File: config.mk
export PLATFORM = sky130hd
export DESIGN_NAME = utf8_decoder_with_replacement
export DESIGN_NICKNAME = d
export VERILOG_FILES = /design/src/utf8d_pkg.sv /design/src/utf8d_front.sv /design/src/utf8d_queue.sv /design/src/utf8d_back.sv /design/src/utf8_decoder_with_replacement.sv
export SDC_FILE = /design/constraint.sdc
export NUM_CORES = 1
export LEC_CHECK = 0
export ABC_CLOCK_PERIOD_IN_PS = 7700
export BUFFER_PORTS_ARGS = -buffer_cell sky130_fd_sc_hd__buf_2
export CAP_MARGIN = 10
export CORE_UTILIZATION = 63
export DETAILED_ROUTE_END_ITERATION = 10
export HOLD_SLACK_MARGIN = 0.03
export PLACE_DENSITY = 0.95
export SYNTH_ARGS = -nofsm -noshare
export SYNTH_HDL_FRONTEND = slang
export SYNTH_SLANG_ARGS = --single-unit
export TNS_END_PERCENT = 1
File: constraint.sdc
create_clock -name clk_i -period 7.7 [get_ports clk_i]
set_input_delay 0.77 -clock clk_i [delete_from_list [all_inputs] [get_ports clk_i]]
set_output_delay 0.77 -clock clk_i [all_outputs]
set_load 0.02 [all_outputs]
File: src/utf8d_pkg.sv
// ----------------------------------------------------------------------------
// utf8d_pkg
// shared types and constants of the utf-8 decoder
// ----------------------------------------------------------------------------
package utf8d_pkg;

  localparam int unsigned ByteW      = 8;
  localparam int unsigned CpW        = 21;
  localparam int unsigned CntW       = 2;   // width of cnt_m1, the count of results per item minus one
  localparam int unsigned QueueDepth = 2;

  localparam logic [CpW-1:0] ReplacementCp = 21'h00FFFD;

  // one decoded job: cnt_m1 replacement results come first, then the final one
  typedef struct packed {
    logic [CntW-1:0] cnt_m1;
    logic [CpW-1:0]  code_point;
    logic            replaced;
  } job_t;

endpackage

File: src/utf8d_front.sv
// ----------------------------------------------------------------------------
// utf8d_front
// accepts text bytes, tracks the pending form and turns each item that gives results into a job
// ----------------------------------------------------------------------------
module utf8d_front (
  input  logic                          clk_i,
  input  logic                          rst_ni,
  input  logic                          in_valid_i,
  output logic                          in_ready_o,
  input  logic [utf8d_pkg::ByteW-1:0]   byte_value_i,
  input  logic                          end_of_text_i,
  input  logic                          q_full_i,
  output logic                          q_push_o,
  output utf8d_pkg::job_t               q_job_o
);
  import utf8d_pkg::*;

  logic             lead_held_q, lead_held_d;
  logic [ByteW-1:0] pending_lead_q, pending_lead_d;
  logic [1:0]       held_count_q, held_count_d;
  logic [ByteW-1:0] held_cont_q [2];

  logic             accept;
  logic             is_cont, is_lead, hold_cont;
  logic [1:0]       need;
  logic [2:0]       n_res;
  logic [2:0]       flush_n;
  logic             has_final;
  logic [CpW-1:0]   final_cp;
  logic             final_rep;

  assign in_ready_o = !q_full_i;
  assign accept     = in_valid_i && in_ready_o;

  assign is_cont = (byte_value_i[7:6] == 2'b10);
  assign is_lead = (byte_value_i[7:5] == 3'b110) || (byte_value_i[7:4] == 4'b1110)
                || (byte_value_i[7:3] == 5'b11110);

  always_comb begin
    if (pending_lead_q[7:5] == 3'b110) begin
      need = 2'd1;
    end else if (pending_lead_q[7:4] == 4'b1110) begin
      need = 2'd2;
    end else begin
      need = 2'd3;
    end
  end

  always_comb begin
    lead_held_d    = lead_held_q;
    pending_lead_d = pending_lead_q;
    held_count_d   = held_count_q;
    hold_cont      = 1'b0;
    has_final      = 1'b0;
    final_cp       = ReplacementCp;
    final_rep      = 1'b1;
    flush_n        = 3'd0;
    if (lead_held_q && is_cont) begin
      if ({1'b0, held_count_q} + 3'd1 >= {1'b0, need}) begin
        // form complete
        has_final = 1'b1;
        final_rep = 1'b0;
        unique case (need)
          2'd1: final_cp = {10'd0, pending_lead_q[4:0], byte_value_i[5:0]};
          2'd2: final_cp = {5'd0, pending_lead_q[3:0], held_cont_q[0][5:0],
                            byte_value_i[5:0]};
          default: final_cp = {pending_lead_q[2:0], held_cont_q[0][5:0],
                               held_cont_q[1][5:0], byte_value_i[5:0]};
        endcase
        lead_held_d  = 1'b0;
        pending_lead_d = '0;
        held_count_d = 2'd0;
      end else if (end_of_text_i) begin
        // text ends inside the form: lead, held bytes and this byte all replaced
        flush_n   = {1'b0, held_count_q} + 3'd1;
        has_final = 1'b1;
      end else begin
        hold_cont    = 1'b1;
        held_count_d = held_count_q + 2'd1;
      end
    end else begin
      if (lead_held_q) begin
        flush_n = {1'b0, held_count_q} + 3'd1;
      end
      lead_held_d    = 1'b0;
      pending_lead_d = '0;
      held_count_d   = 2'd0;
      if (!byte_value_i[7]) begin
        has_final = 1'b1;
        final_rep = 1'b0;
        final_cp  = {13'd0, byte_value_i};
      end else if (is_lead && !end_of_text_i) begin
        lead_held_d    = 1'b1;
        pending_lead_d = byte_value_i;
      end else begin
        has_final = 1'b1;
      end
    end
    if (end_of_text_i) begin
      lead_held_d    = 1'b0;
      pending_lead_d = '0;
      held_count_d   = 2'd0;
    end
  end

  assign n_res            = flush_n + {2'd0, has_final};
  assign q_push_o         = accept && (n_res != 3'd0);
  assign q_job_o.cnt_m1   = CntW'(n_res - 3'd1);
  assign q_job_o.code_point = final_cp;
  assign q_job_o.replaced = final_rep;

  always_ff @(posedge clk_i or negedge rst_ni) begin
    if (!rst_ni) begin
      lead_held_q    <= 1'b0;
      pending_lead_q <= '0;
      held_count_q   <= 2'd0;
    end else if (accept) begin
      lead_held_q    <= lead_held_d;
      pending_lead_q <= pending_lead_d;
      held_count_q   <= held_count_d;
    end
  end

  always_ff @(posedge clk_i) begin
    if (accept && hold_cont) begin
      held_cont_q[held_count_q[0]] <= byte_value_i;
    end
  end

endmodule

File: src/utf8d_queue.sv
// ----------------------------------------------------------------------------
// utf8d_queue
// short job queue between the classifying front and the emitting back
// ----------------------------------------------------------------------------
module utf8d_queue #(
  parameter int unsigned Depth = utf8d_pkg::QueueDepth
) (
  input  logic            clk_i,
  input  logic            rst_ni,
  input  logic            push_i,
  input  utf8d_pkg::job_t push_job_i,
  output logic            full_o,
  input  logic            pop_i,
  output logic            valid_o,
  output utf8d_pkg::job_t head_o
);
  import utf8d_pkg::*;

  localparam int unsigned PtrW = (Depth > 1) ? $clog2(Depth) : 1;
  localparam int unsigned CntQW = $clog2(Depth + 1);

  job_t             mem_q [Depth];
  logic [PtrW-1:0]  wr_ptr_q, rd_ptr_q;
  logic [CntQW-1:0] count_q;
  logic             do_push, do_pop;

  assign full_o  = (count_q == CntQW'(Depth));
  assign valid_o = (count_q != '0);
  assign head_o  = mem_q[rd_ptr_q];
  assign do_push = push_i && !full_o;
  assign do_pop  = pop_i && valid_o;

  function automatic logic [PtrW-1:0] ptr_inc(input logic [PtrW-1:0] p);
    ptr_inc = (p == PtrW'(Depth - 1)) ? '0 : p + PtrW'(1);
  endfunction

  always_ff @(posedge clk_i or negedge rst_ni) begin
    if (!rst_ni) begin
      wr_ptr_q <= '0;
      rd_ptr_q <= '0;
      count_q  <= '0;
    end else begin
      if (do_push) wr_ptr_q <= ptr_inc(wr_ptr_q);
      if (do_pop)  rd_ptr_q <= ptr_inc(rd_ptr_q);
      if (do_push && !do_pop) begin
        count_q <= count_q + CntQW'(1);
      end else if (do_pop && !do_push) begin
        count_q <= count_q - CntQW'(1);
      end
    end
  end

  always_ff @(posedge clk_i) begin
    if (do_push) begin
      mem_q[wr_ptr_q] <= push_job_i;
    end
  end

endmodule

File: src/utf8d_back.sv
// ----------------------------------------------------------------------------
// utf8d_back
// expands each job into its results and holds the output register
// ----------------------------------------------------------------------------
module utf8d_back (
  input  logic                        clk_i,
  input  logic                        rst_ni,
  input  logic                        q_valid_i,
  input  utf8d_pkg::job_t             q_head_i,
  output logic                        q_pop_o,
  output logic                        out_valid_o,
  input  logic                        out_ready_i,
  output logic [utf8d_pkg::CpW-1:0]   code_point_o,
  output logic                        replaced_o,
  output logic                        last_of_run_o
);
  import utf8d_pkg::*;

  job_t            job_q;
  logic            valid_q;
  logic [CntW-1:0] idx_q;
  logic            last;

  assign last          = (idx_q == job_q.cnt_m1);
  assign q_pop_o       = q_valid_i && (!valid_q || (out_ready_i && last));
  assign out_valid_o   = valid_q;
  assign code_point_o  = last ? job_q.code_point : ReplacementCp;
  assign replaced_o    = last ? job_q.replaced : 1'b1;
  assign last_of_run_o = last;

  always_ff @(posedge clk_i or negedge rst_ni) begin
    if (!rst_ni) begin
      valid_q <= 1'b0;
      idx_q   <= '0;
    end else if (q_pop_o) begin
      valid_q <= 1'b1;
      idx_q   <= '0;
    end else if (valid_q && out_ready_i) begin
      if (last) begin
        valid_q <= 1'b0;
      end else begin
        idx_q <= idx_q + CntW'(1);
      end
    end
  end

  always_ff @(posedge clk_i) begin
    if (q_pop_o) begin
      job_q <= q_head_i;
    end
  end

endmodule

File: src/utf8_decoder_with_replacement.sv
// ----------------------------------------------------------------------------
// utf8_decoder_with_replacement
// utf-8 byte stream to code point decoder with u+fffd replacement
// ----------------------------------------------------------------------------
// usage
//   input channel: one text byte per item (byte_value_i, end_of_text_i) on
//   in_valid_i / in_ready_o; an item is taken at a clock edge with both high
//   output channel: one code point per item (code_point_o, replaced_o,
//   last_of_run_o) on out_valid_o / out_ready_i
//   each input byte gives zero to four results; last_of_run_o marks the final
//   result of a byte, a byte that only extends a pending form gives none
//   a byte's job goes into the job queue, then into the output register, from
//   which its results are offered
//   throughput: one byte per cycle while each byte gives at most one result
//   and the receiver does not stall; a byte giving several results holds the
//   output side while the back-end expansion counter steps through them
//   reset: the pending form is dropped and the job queue emptied
//   when the receiver stalls the output register holds, the job queue fills
//   and in_ready_o falls only once the queue is full
// ----------------------------------------------------------------------------
module utf8_decoder_with_replacement #(
  parameter int unsigned QueueDepth = utf8d_pkg::QueueDepth
) (
  input  logic                        clk_i,
  input  logic                        rst_ni,
  input  logic                        in_valid_i,
  output logic                        in_ready_o,
  input  logic [utf8d_pkg::ByteW-1:0] byte_value_i,
  input  logic                        end_of_text_i,
  output logic                        out_valid_o,
  input  logic                        out_ready_i,
  output logic [utf8d_pkg::CpW-1:0]   code_point_o,
  output logic                        replaced_o,
  output logic                        last_of_run_o
);
  import utf8d_pkg::*;

  // front to queue
  logic q_full, q_push;
  job_t q_job;
  // queue to back
  logic q_valid, q_pop;
  job_t q_head;

  // front end: holds lead and continuation bytes, turns each item with results into a job
  utf8d_front u_front (
    .clk_i         (clk_i),
    .rst_ni        (rst_ni),
    .in_valid_i    (in_valid_i),
    .in_ready_o    (in_ready_o),
    .byte_value_i  (byte_value_i),
    .end_of_text_i (end_of_text_i),
    .q_full_i      (q_full),
    .q_push_o      (q_push),
    .q_job_o       (q_job)
  );

  // decoupling queue, lets either side stall on its own
  utf8d_queue #(
    .Depth (QueueDepth)
  ) u_queue (
    .clk_i      (clk_i),
    .rst_ni     (rst_ni),
    .push_i     (q_push),
    .push_job_i (q_job),
    .full_o     (q_full),
    .pop_i      (q_pop),
    .valid_o    (q_valid),
    .head_o     (q_head)
  );

  // back end: replacement results first, then the final code point
  utf8d_back u_back (
    .clk_i         (clk_i),
    .rst_ni        (rst_ni),
    .q_valid_i     (q_valid),
    .q_head_i      (q_head),
    .q_pop_o       (q_pop),
    .out_valid_o   (out_valid_o),
    .out_ready_i   (out_ready_i),
    .code_point_o  (code_point_o),
    .replaced_o    (replaced_o),
    .last_of_run_o (last_of_run_o)
  );

endmodule

==> summary.txt, run 1 <==
Outcome = complete, no violations
Initial antenna violation count = 0
Clk sink count = 101
Simple-Gate Fraction of Synth Area = 12.4%
Share of the synthesized area in the top cell type = 57.9%
Main synth FF type = edfxtp_1
DR WL met2 = 3630 µm
DRC Markers = 0
Sequential power share = 49.3%
Worst path cell trace = nand2_1 -> nor3b_2 -> inv_1 -> ha_1 -> and2b_1 -> o21bai_2 -> nor3_2 -> nor2_1 -> ha_1 -> ha_1 -> inv_1 -> ha_1 -> nand4_1 -> a21oi_1 -> a211oi_4 -> nor2b_2
Post-route ant nets = 0
Final Skew = 9.29 ps
Global Route Usage Sum = 22.7%
Final HPWL DP = 5100 µm
Period utilisation layout = 60.5%
Share of cells above drive strength 1 = 26.1%
Fillcell total = 363
CP arrival = 4640 ps
Max-Cap Viols = 0
Width of the die = 85.1 µm
Commonest non-fill, non-tap cells in the layout = edfxtp_1, buf_2, nand2_1
Critical Path RT = 7690 ps
Internal cell power = 1.13 mW
First-pass GRT wire length = 12000 µm
CTS tree = done
Synthesized-area fraction occupied by adder cells = 2.18%
Largest family of logic cells by synthesized area = simple AND/OR/NAND/NOR gates
Initial Util = 67.0%
Hold Crit Class = input pin to asynchronous set/reset pin
Synth Area in XOR/XNOR = 2.16%
Ys async rst share = 16.8%
Worst path max stage delay = 960 ps
Pre-CTS WS = 3040 ps
Yosys warns = 0
H-tree Lvls = 3
Clk pwr share = 21.5%
Post CTS Setup Buffer Count = 0
Ant diodes = 0
Final min period = 4660 ps
Total power = 1.69 mW
Slew Limit Fails = 0
NetSw = 558 µW
Core Area = 6490 µm²
Logic pwr share = 29.2%
Area occupied by multi-input gates = 1330 µm²
Met1 WL = 3200 µm
CTS Root Cell = clkbuf_8
Worst slew pin tran = 1140 ps
Worst slew margin = 23.5%
Pwr per Cell Area = 351 nW/µm²
Yosys reg bits = 101
Leak = 1.76 nW
Max IR drop VDD = 0.000152 V
Final hold vios = 0
Cell Area, Synth = 4350 µm²
Final non-filler cell area = 4810 µm²
Critical Path Most Common Cell = ha_1
# IOs = 38
Yosys cell types = 45
Gpl congestion = 0.904
Iter 0 DRT Violations = 172
Crit path capture type = flip-flop
Sequential share of the synthesized area = 67.7%
Number of vias per cell = 5.89
Compound-Gate Fraction of Synth Area = 7.50%
Area delta synth->final = 10.4%
Max stage delay cell, worst path = nor2b_2
Sw frac = 33.1%
CTS Hold Bufs = 0
Die extent in y = 85.1 µm
Via count = 2464
Max Buffers Root-to-Sink = 2
Number of synthesized flops with an enable pin = 84
Clk_lat worst skew = 370 ps
RSZ-0062 raised after global routing = false
Top cells by area, synth = edfxtp_1, dfrtp_1, mux2_2
Placement Cell Area = 4580 µm²
Post-Route Setup TNS = 0 ps
Final setup fails = 0
CTS Buf Count = 9
Reg area = 2950 µm²
GR Overflow Total = 0
Commonest non-fill, non-tap cell in the layout = edfxtp_1
CP Class = flip-flop to flip-flop
FMAX = 0.215 GHz
Vias in the first global route = 2478
Final design utilization = 74.0%
Setup crit start kind = flip-flop
Final worst setup slack = 3040 ps
R2R Setup Slk = 3040 ps
Mux contribution to synthesized area = 6.21%
Rows = 29
Largest area contributor in the netlist = edfxtp_1
Final WL = 7360 µm
Mapped Avg Cell Area = 14.5 µm²
DR WL/cell = 17.6 µm
Crit Path Max Fanout = 24
Drt pass-1 iters = 4
Mapped Nets = 320
Post-cts repair resize count = 0
Die area = 7250 µm²
Top Layer Used = met4
Met3 routed WL = 327 µm
Input/output buffers = 37
Worst-path clk slew = 100 ps
Final #Nets = 356
Pin count of the biggest net entering global routing = 29
Synth Instances = 300
worst max-delay path, delay by kind of cell (launching register included):
family	cells	cell delay, ps
simple gates	7	2300
fa+ha+maj	4	930
flops	1	460
compound gates	3	450
buf+inv	2	130
kinds of logic (layout without fill, tap and decap cells):
family,Yosys count,after routing
adders and majority gates,7,7
xor gates and xnor gates,9,9
buffers and inverters,19,60
and+or+nand+nor,96,96
AOI/OAI and AO/OA,44,44
muxes,24,24
DFF,101,101
layer usage:
layer	vias up	GRT usage [%]
li1	1177	-
met1	1191	30.2
met2	78	36.0
met3	18	3.70
met4	0	13.3
met5	-	0
cell type report:
type                    instances  area share (%)
clock inverters                 7            2.06
repair buffers                 37            3.85
multi-input cells             180            27.6
inverters                       7           0.547
flip-flops and latches        101            61.3
well taps                      77            2.00
clock buffers                   9            2.58
power groups by stage:
stage / Sequential, mW / Combinational (mW) / Clock (mW)
after floorplan: 0.803 / 0.392 / 0
after global placement: 0.835 / 0.474 / 0
after detailed placement: 0.844 / 0.498 / 0
after CTS: 0.832 / 0.501 / 0.368
after global routing: 0.845 / 0.538 / 0.389
final: 0.832 / 0.494 / 0.363
flip-flops by register name, summed over array words and instances (netlist names):
name                    cells
u_back.idx_q                2
u_back.job_q               24
u_back.out_valid_o          1
u_front.held_cont_q        12
u_front.held_count_q        2
u_front.pending_lead_q      8
u_queue.count_q             2
u_queue.mem_q              48
u_queue.rd_ptr_q            1
u_queue.wr_ptr_q            1
worst paths after layout:
path                            cells past startpoint                         to                       from
max in group asynchronous                           1  u_front.pending_lead_q[2]                     rst_ni
worst min register to register                      1           u_queue.wr_ptr_q           u_queue.wr_ptr_q
min in group clk_i                                  1           u_queue.wr_ptr_q           u_queue.wr_ptr_q
worst max-delay path                               16        u_queue.mem_q[0][3]  u_front.pending_lead_q[7]
worst max register to register                     16        u_queue.mem_q[0][3]  u_front.pending_lead_q[7]
worst min-delay path                                1            u_back.idx_q[0]                     rst_ni
per-stage QoR:
step / hold slack, ps / std cells
2_1_floorplan: 455 / 300
3_3_place_gp: 481 / 402
3_5_place_dp: 499 / 402
4_1_cts: 331 / 418
5_1_grt: 346 / 418
6_report: 339 / 418
synthesized netlist by cell type (all sizes together), types with 2 or more instances:
cell and number:
ha 6, and2 17, o21ai 8, xor2 7, xnor2 2, nor3b 5, a221oi 4, clkbuf 7
nor2 12, a21oi 11, nand2b 8, nand2 25, nor2b 3, or3 16, a31oi 3, mux2 24
buf 5, a22oi 5, a21o 2, a22o 7, and2b 2, and3 2, dfrtp 17, edfxtp 84
inv 7
(Power assumes the default switching activity.)
==> run 2, diff against run 1 <==
- ABC_CLOCK_PERIOD_IN_PS: 7700 -> 4300
- CORE_UTILIZATION: 63 -> 59
- PLACE_DENSITY: 0.95 -> 0.91
- clock period: 7.7 -> 4.3 ns (I/O delays scaled with it)
==> summary.txt, run 2 (same netlist as run 1, synthesis figures left out) <==
Pwr per Cell Area = 627 nW/µm² (was 351 nW/µm²)
Non-filler cells, final = 440 (was 418)
FMAX = 0.248 GHz (was 0.215 GHz)
Worst slew pin tran = 1030 ps (was 1140 ps)
CTS tree = done (unchanged)
CTS Buf Count = 9 (unchanged)
Gpl congestion = 0.900 (was 0.904)
Initial Util = 62.7% (was 67.0%)
Via count = 2546 (was 2464)
Slew Limit Fails = 0 (unchanged)
Outcome = complete, no violations (unchanged)
Final hold vios = 0 (unchanged)
Hold Crit Class = input pin to flip-flop (was input pin to asynchronous set/reset pin)
GR Overflow Total = 0 (unchanged)
Worst slew margin = 31.1% (was 23.5%)
Worst r2r path cells = 17 (was 16)
Crit Path Max Fanout = 24 (unchanged)
Global Route Usage Sum = 22.1% (was 22.7%)
Final #Nets = 359 (was 356)
Clk sink count = 101 (unchanged)
Worst reg2reg path endpoint = u_queue.mem_q[0][9] (was u_queue.mem_q[0][3])
Input/output buffers = 37 (unchanged)
# IOs = 38 (unchanged)
Initial antenna violation count = 0 (unchanged)
Post CTS Setup Buffer Count = 0 (unchanged)
Die extent in y = 87.9 µm (was 85.1 µm)
CP arrival = 4060 ps (was 4640 ps)
Leak = 1.79 nW (was 1.76 nW)
Final non-filler cell area = 4870 µm² (was 4810 µm²)
Crit path capture type = flip-flop (unchanged)
Final setup fails = 0 (unchanged)
Max Buffers Root-to-Sink = 2 (unchanged)
DRC Markers = 0 (unchanged)
Setup crit end = u_queue.mem_q[0][9] (was u_queue.mem_q[0][3])
Ant diodes = 0 (unchanged)
Max IR drop VDD = 0.000257 V (was 0.000152 V)
Vias in the first global route = 2453 (was 2478)
Post-route ant nets = 0 (unchanged)
CP Class = flip-flop to flip-flop (unchanged)
Width of the die = 87.9 µm (was 85.1 µm)
Pin count of the biggest net entering global routing = 29 (unchanged)
Total power = 3.05 mW (was 1.69 mW)
Largest register FFs = 48 (unchanged)
Fillcell total = 442 (was 363)
Number of vias per cell = 5.79 (was 5.89)
Die area = 7730 µm² (was 7250 µm²)
RSZ-0062 raised after global routing = false (unchanged)
Pre-CTS WS = 194 ps (was 3040 ps)
Reg with most FFs = u_queue.mem_q (unchanged)
Final WL = 7690 µm (was 7360 µm)
First-pass GRT wire length = 12100 µm (was 12000 µm)
Worst r2r src = u_front.pending_lead_q[7] (unchanged)
Final HPWL DP = 5180 µm (was 5100 µm)
Placed insts = 423 (was 402)
Final design utilization = 70.1% (was 74.0%)
Max-Cap Viols = 0 (unchanged)
H-tree Lvls = 3 (unchanged)
Post-Route Setup TNS = 0 ps (unchanged)
Final worst setup slack = 275 ps (was 3040 ps)
Rows = 30 (was 29)
Share of cells above drive strength 1 = 26.7% (was 26.1%)
Iter 0 DRT Violations = 231 (was 172)
Critical Path RT = 4330 ps (was 7690 ps)
DR WL/cell = 17.5 µm (was 17.6 µm)
Final min period = 4030 ps (was 4660 ps)
Placement Cell Area = 4620 µm² (was 4580 µm²)
Clk_lat worst skew = 360 ps (was 370 ps)
Area delta synth->final = 11.9% (was 10.4%)
Commonest non-fill, non-tap cell in the layout = edfxtp_1 (unchanged)
Core Area = 6940 µm² (was 6490 µm²)
Fin Hold WS = 319 ps (was 339 ps)
Drt pass-1 iters = 4 (unchanged)
Commonest non-fill, non-tap cells in the layout = edfxtp_1, buf_2, nand2_1, mux2_2 (was edfxtp_1, buf_2, nand2_1)
Setup crit start kind = flip-flop (unchanged)
Final Skew = 11.7 ps (was 9.29 ps)
Period utilisation layout = 93.6% (was 60.5%)
CTS Root Cell = clkbuf_8 (unchanged)
Worst-path clk slew = 100 ps (about the same)
Crit. Startpoint = u_front.pending_lead_q[7] (unchanged)
R2R Setup Slk = 270 ps (was 3040 ps)
==> run 2: changes by cell type in the layout (fill, tap and decap cells not counted) <==
cell / before / now
buf_4: 0 / 2
clkinvlp_4: 3 / 1
inv_6: 0 / 2
clkinv_2: 1 / 0
clkinv_4: 0 / 1
dlygate4sd3_1: 0 / 1
nand2_1: 25 / 24
nand2_2: 0 / 1
nor3b_2: 1 / 0
nor3b_4: 0 / 1
==> run 2: critical path: stages (launching register included) <==
cell and delay, ps:
dfrtp_1 490, nand2_2 210, nor3b_4 330, inv_1 80, ha_1 270, and2b_1 250, o21bai_2 120, nor3_2 230
nor2_1 80, ha_1 200, ha_1 270, inv_1 40, ha_1 180, nand4_1 100, a21oi_1 70, a211oi_4 280
nor2b_2 180, buf_4 310
==> run 2: layout make-up <==
cell class                      count  area, µm²  area share, %
Sequential cell                   101       2950           60.5
Tap cell                           96        120           2.47
Inverter                            7       26.3          0.539
Multi-Input combinational cell    180       1340           27.5
Clock inverter                      7        105           2.16
Clock buffer                        9        124           2.54
Timing Repair Buffer               40        210           4.32
==> run 2: power by group <==
| group | total [mW] | internal, mW | switching (mW) |
|---|---|---|---|
| clock network | 0.666 | 0.337 | 0.329 |
| logic | 0.900 | 0.348 | 0.552 |
| registers | 1.49 | 1.35 | 0.135 |
==> run 2: worst min-delay path by stage <==
stage                    startpoint                   endpoint  slack [ps]  cells past startpoint
global route        byte_value_i[0]  u_front.held_cont_q[1][0]         310                      1
global placement             rst_ni         u_queue.count_q[0]         390                      1
floorplan                    rst_ni            u_back.idx_q[0]         130                      0
detailed placement           rst_ni    u_front.held_count_q[1]         400                      1
finish              byte_value_i[1]  u_front.held_cont_q[1][1]         320                      1
CTS                 byte_value_i[0]  u_front.held_cont_q[1][0]         300                      1
==> run 2: repair_timing <==
item,4_1_cts,5_1_grt
resized for setup,0,2
hold endpoints to repair,17,0
endpoints found under the setup margin,0,48
hold buffers,1,0
==> run 2: metal layers <==
| layer | up-vias | global-route usage (%) | part of all wire [%] |
|---|---|---|---|
| met1 | 1231 | 26.9 | 40 |
| li1 | 1185 | - | - |
| met4 | 0 | 11.0 | 2.7 |
| met2 | 106 | 37.2 | 51 |
| met3 | 24 | 5.18 | 6.6 |
| met5 | - | 0 | 0 |
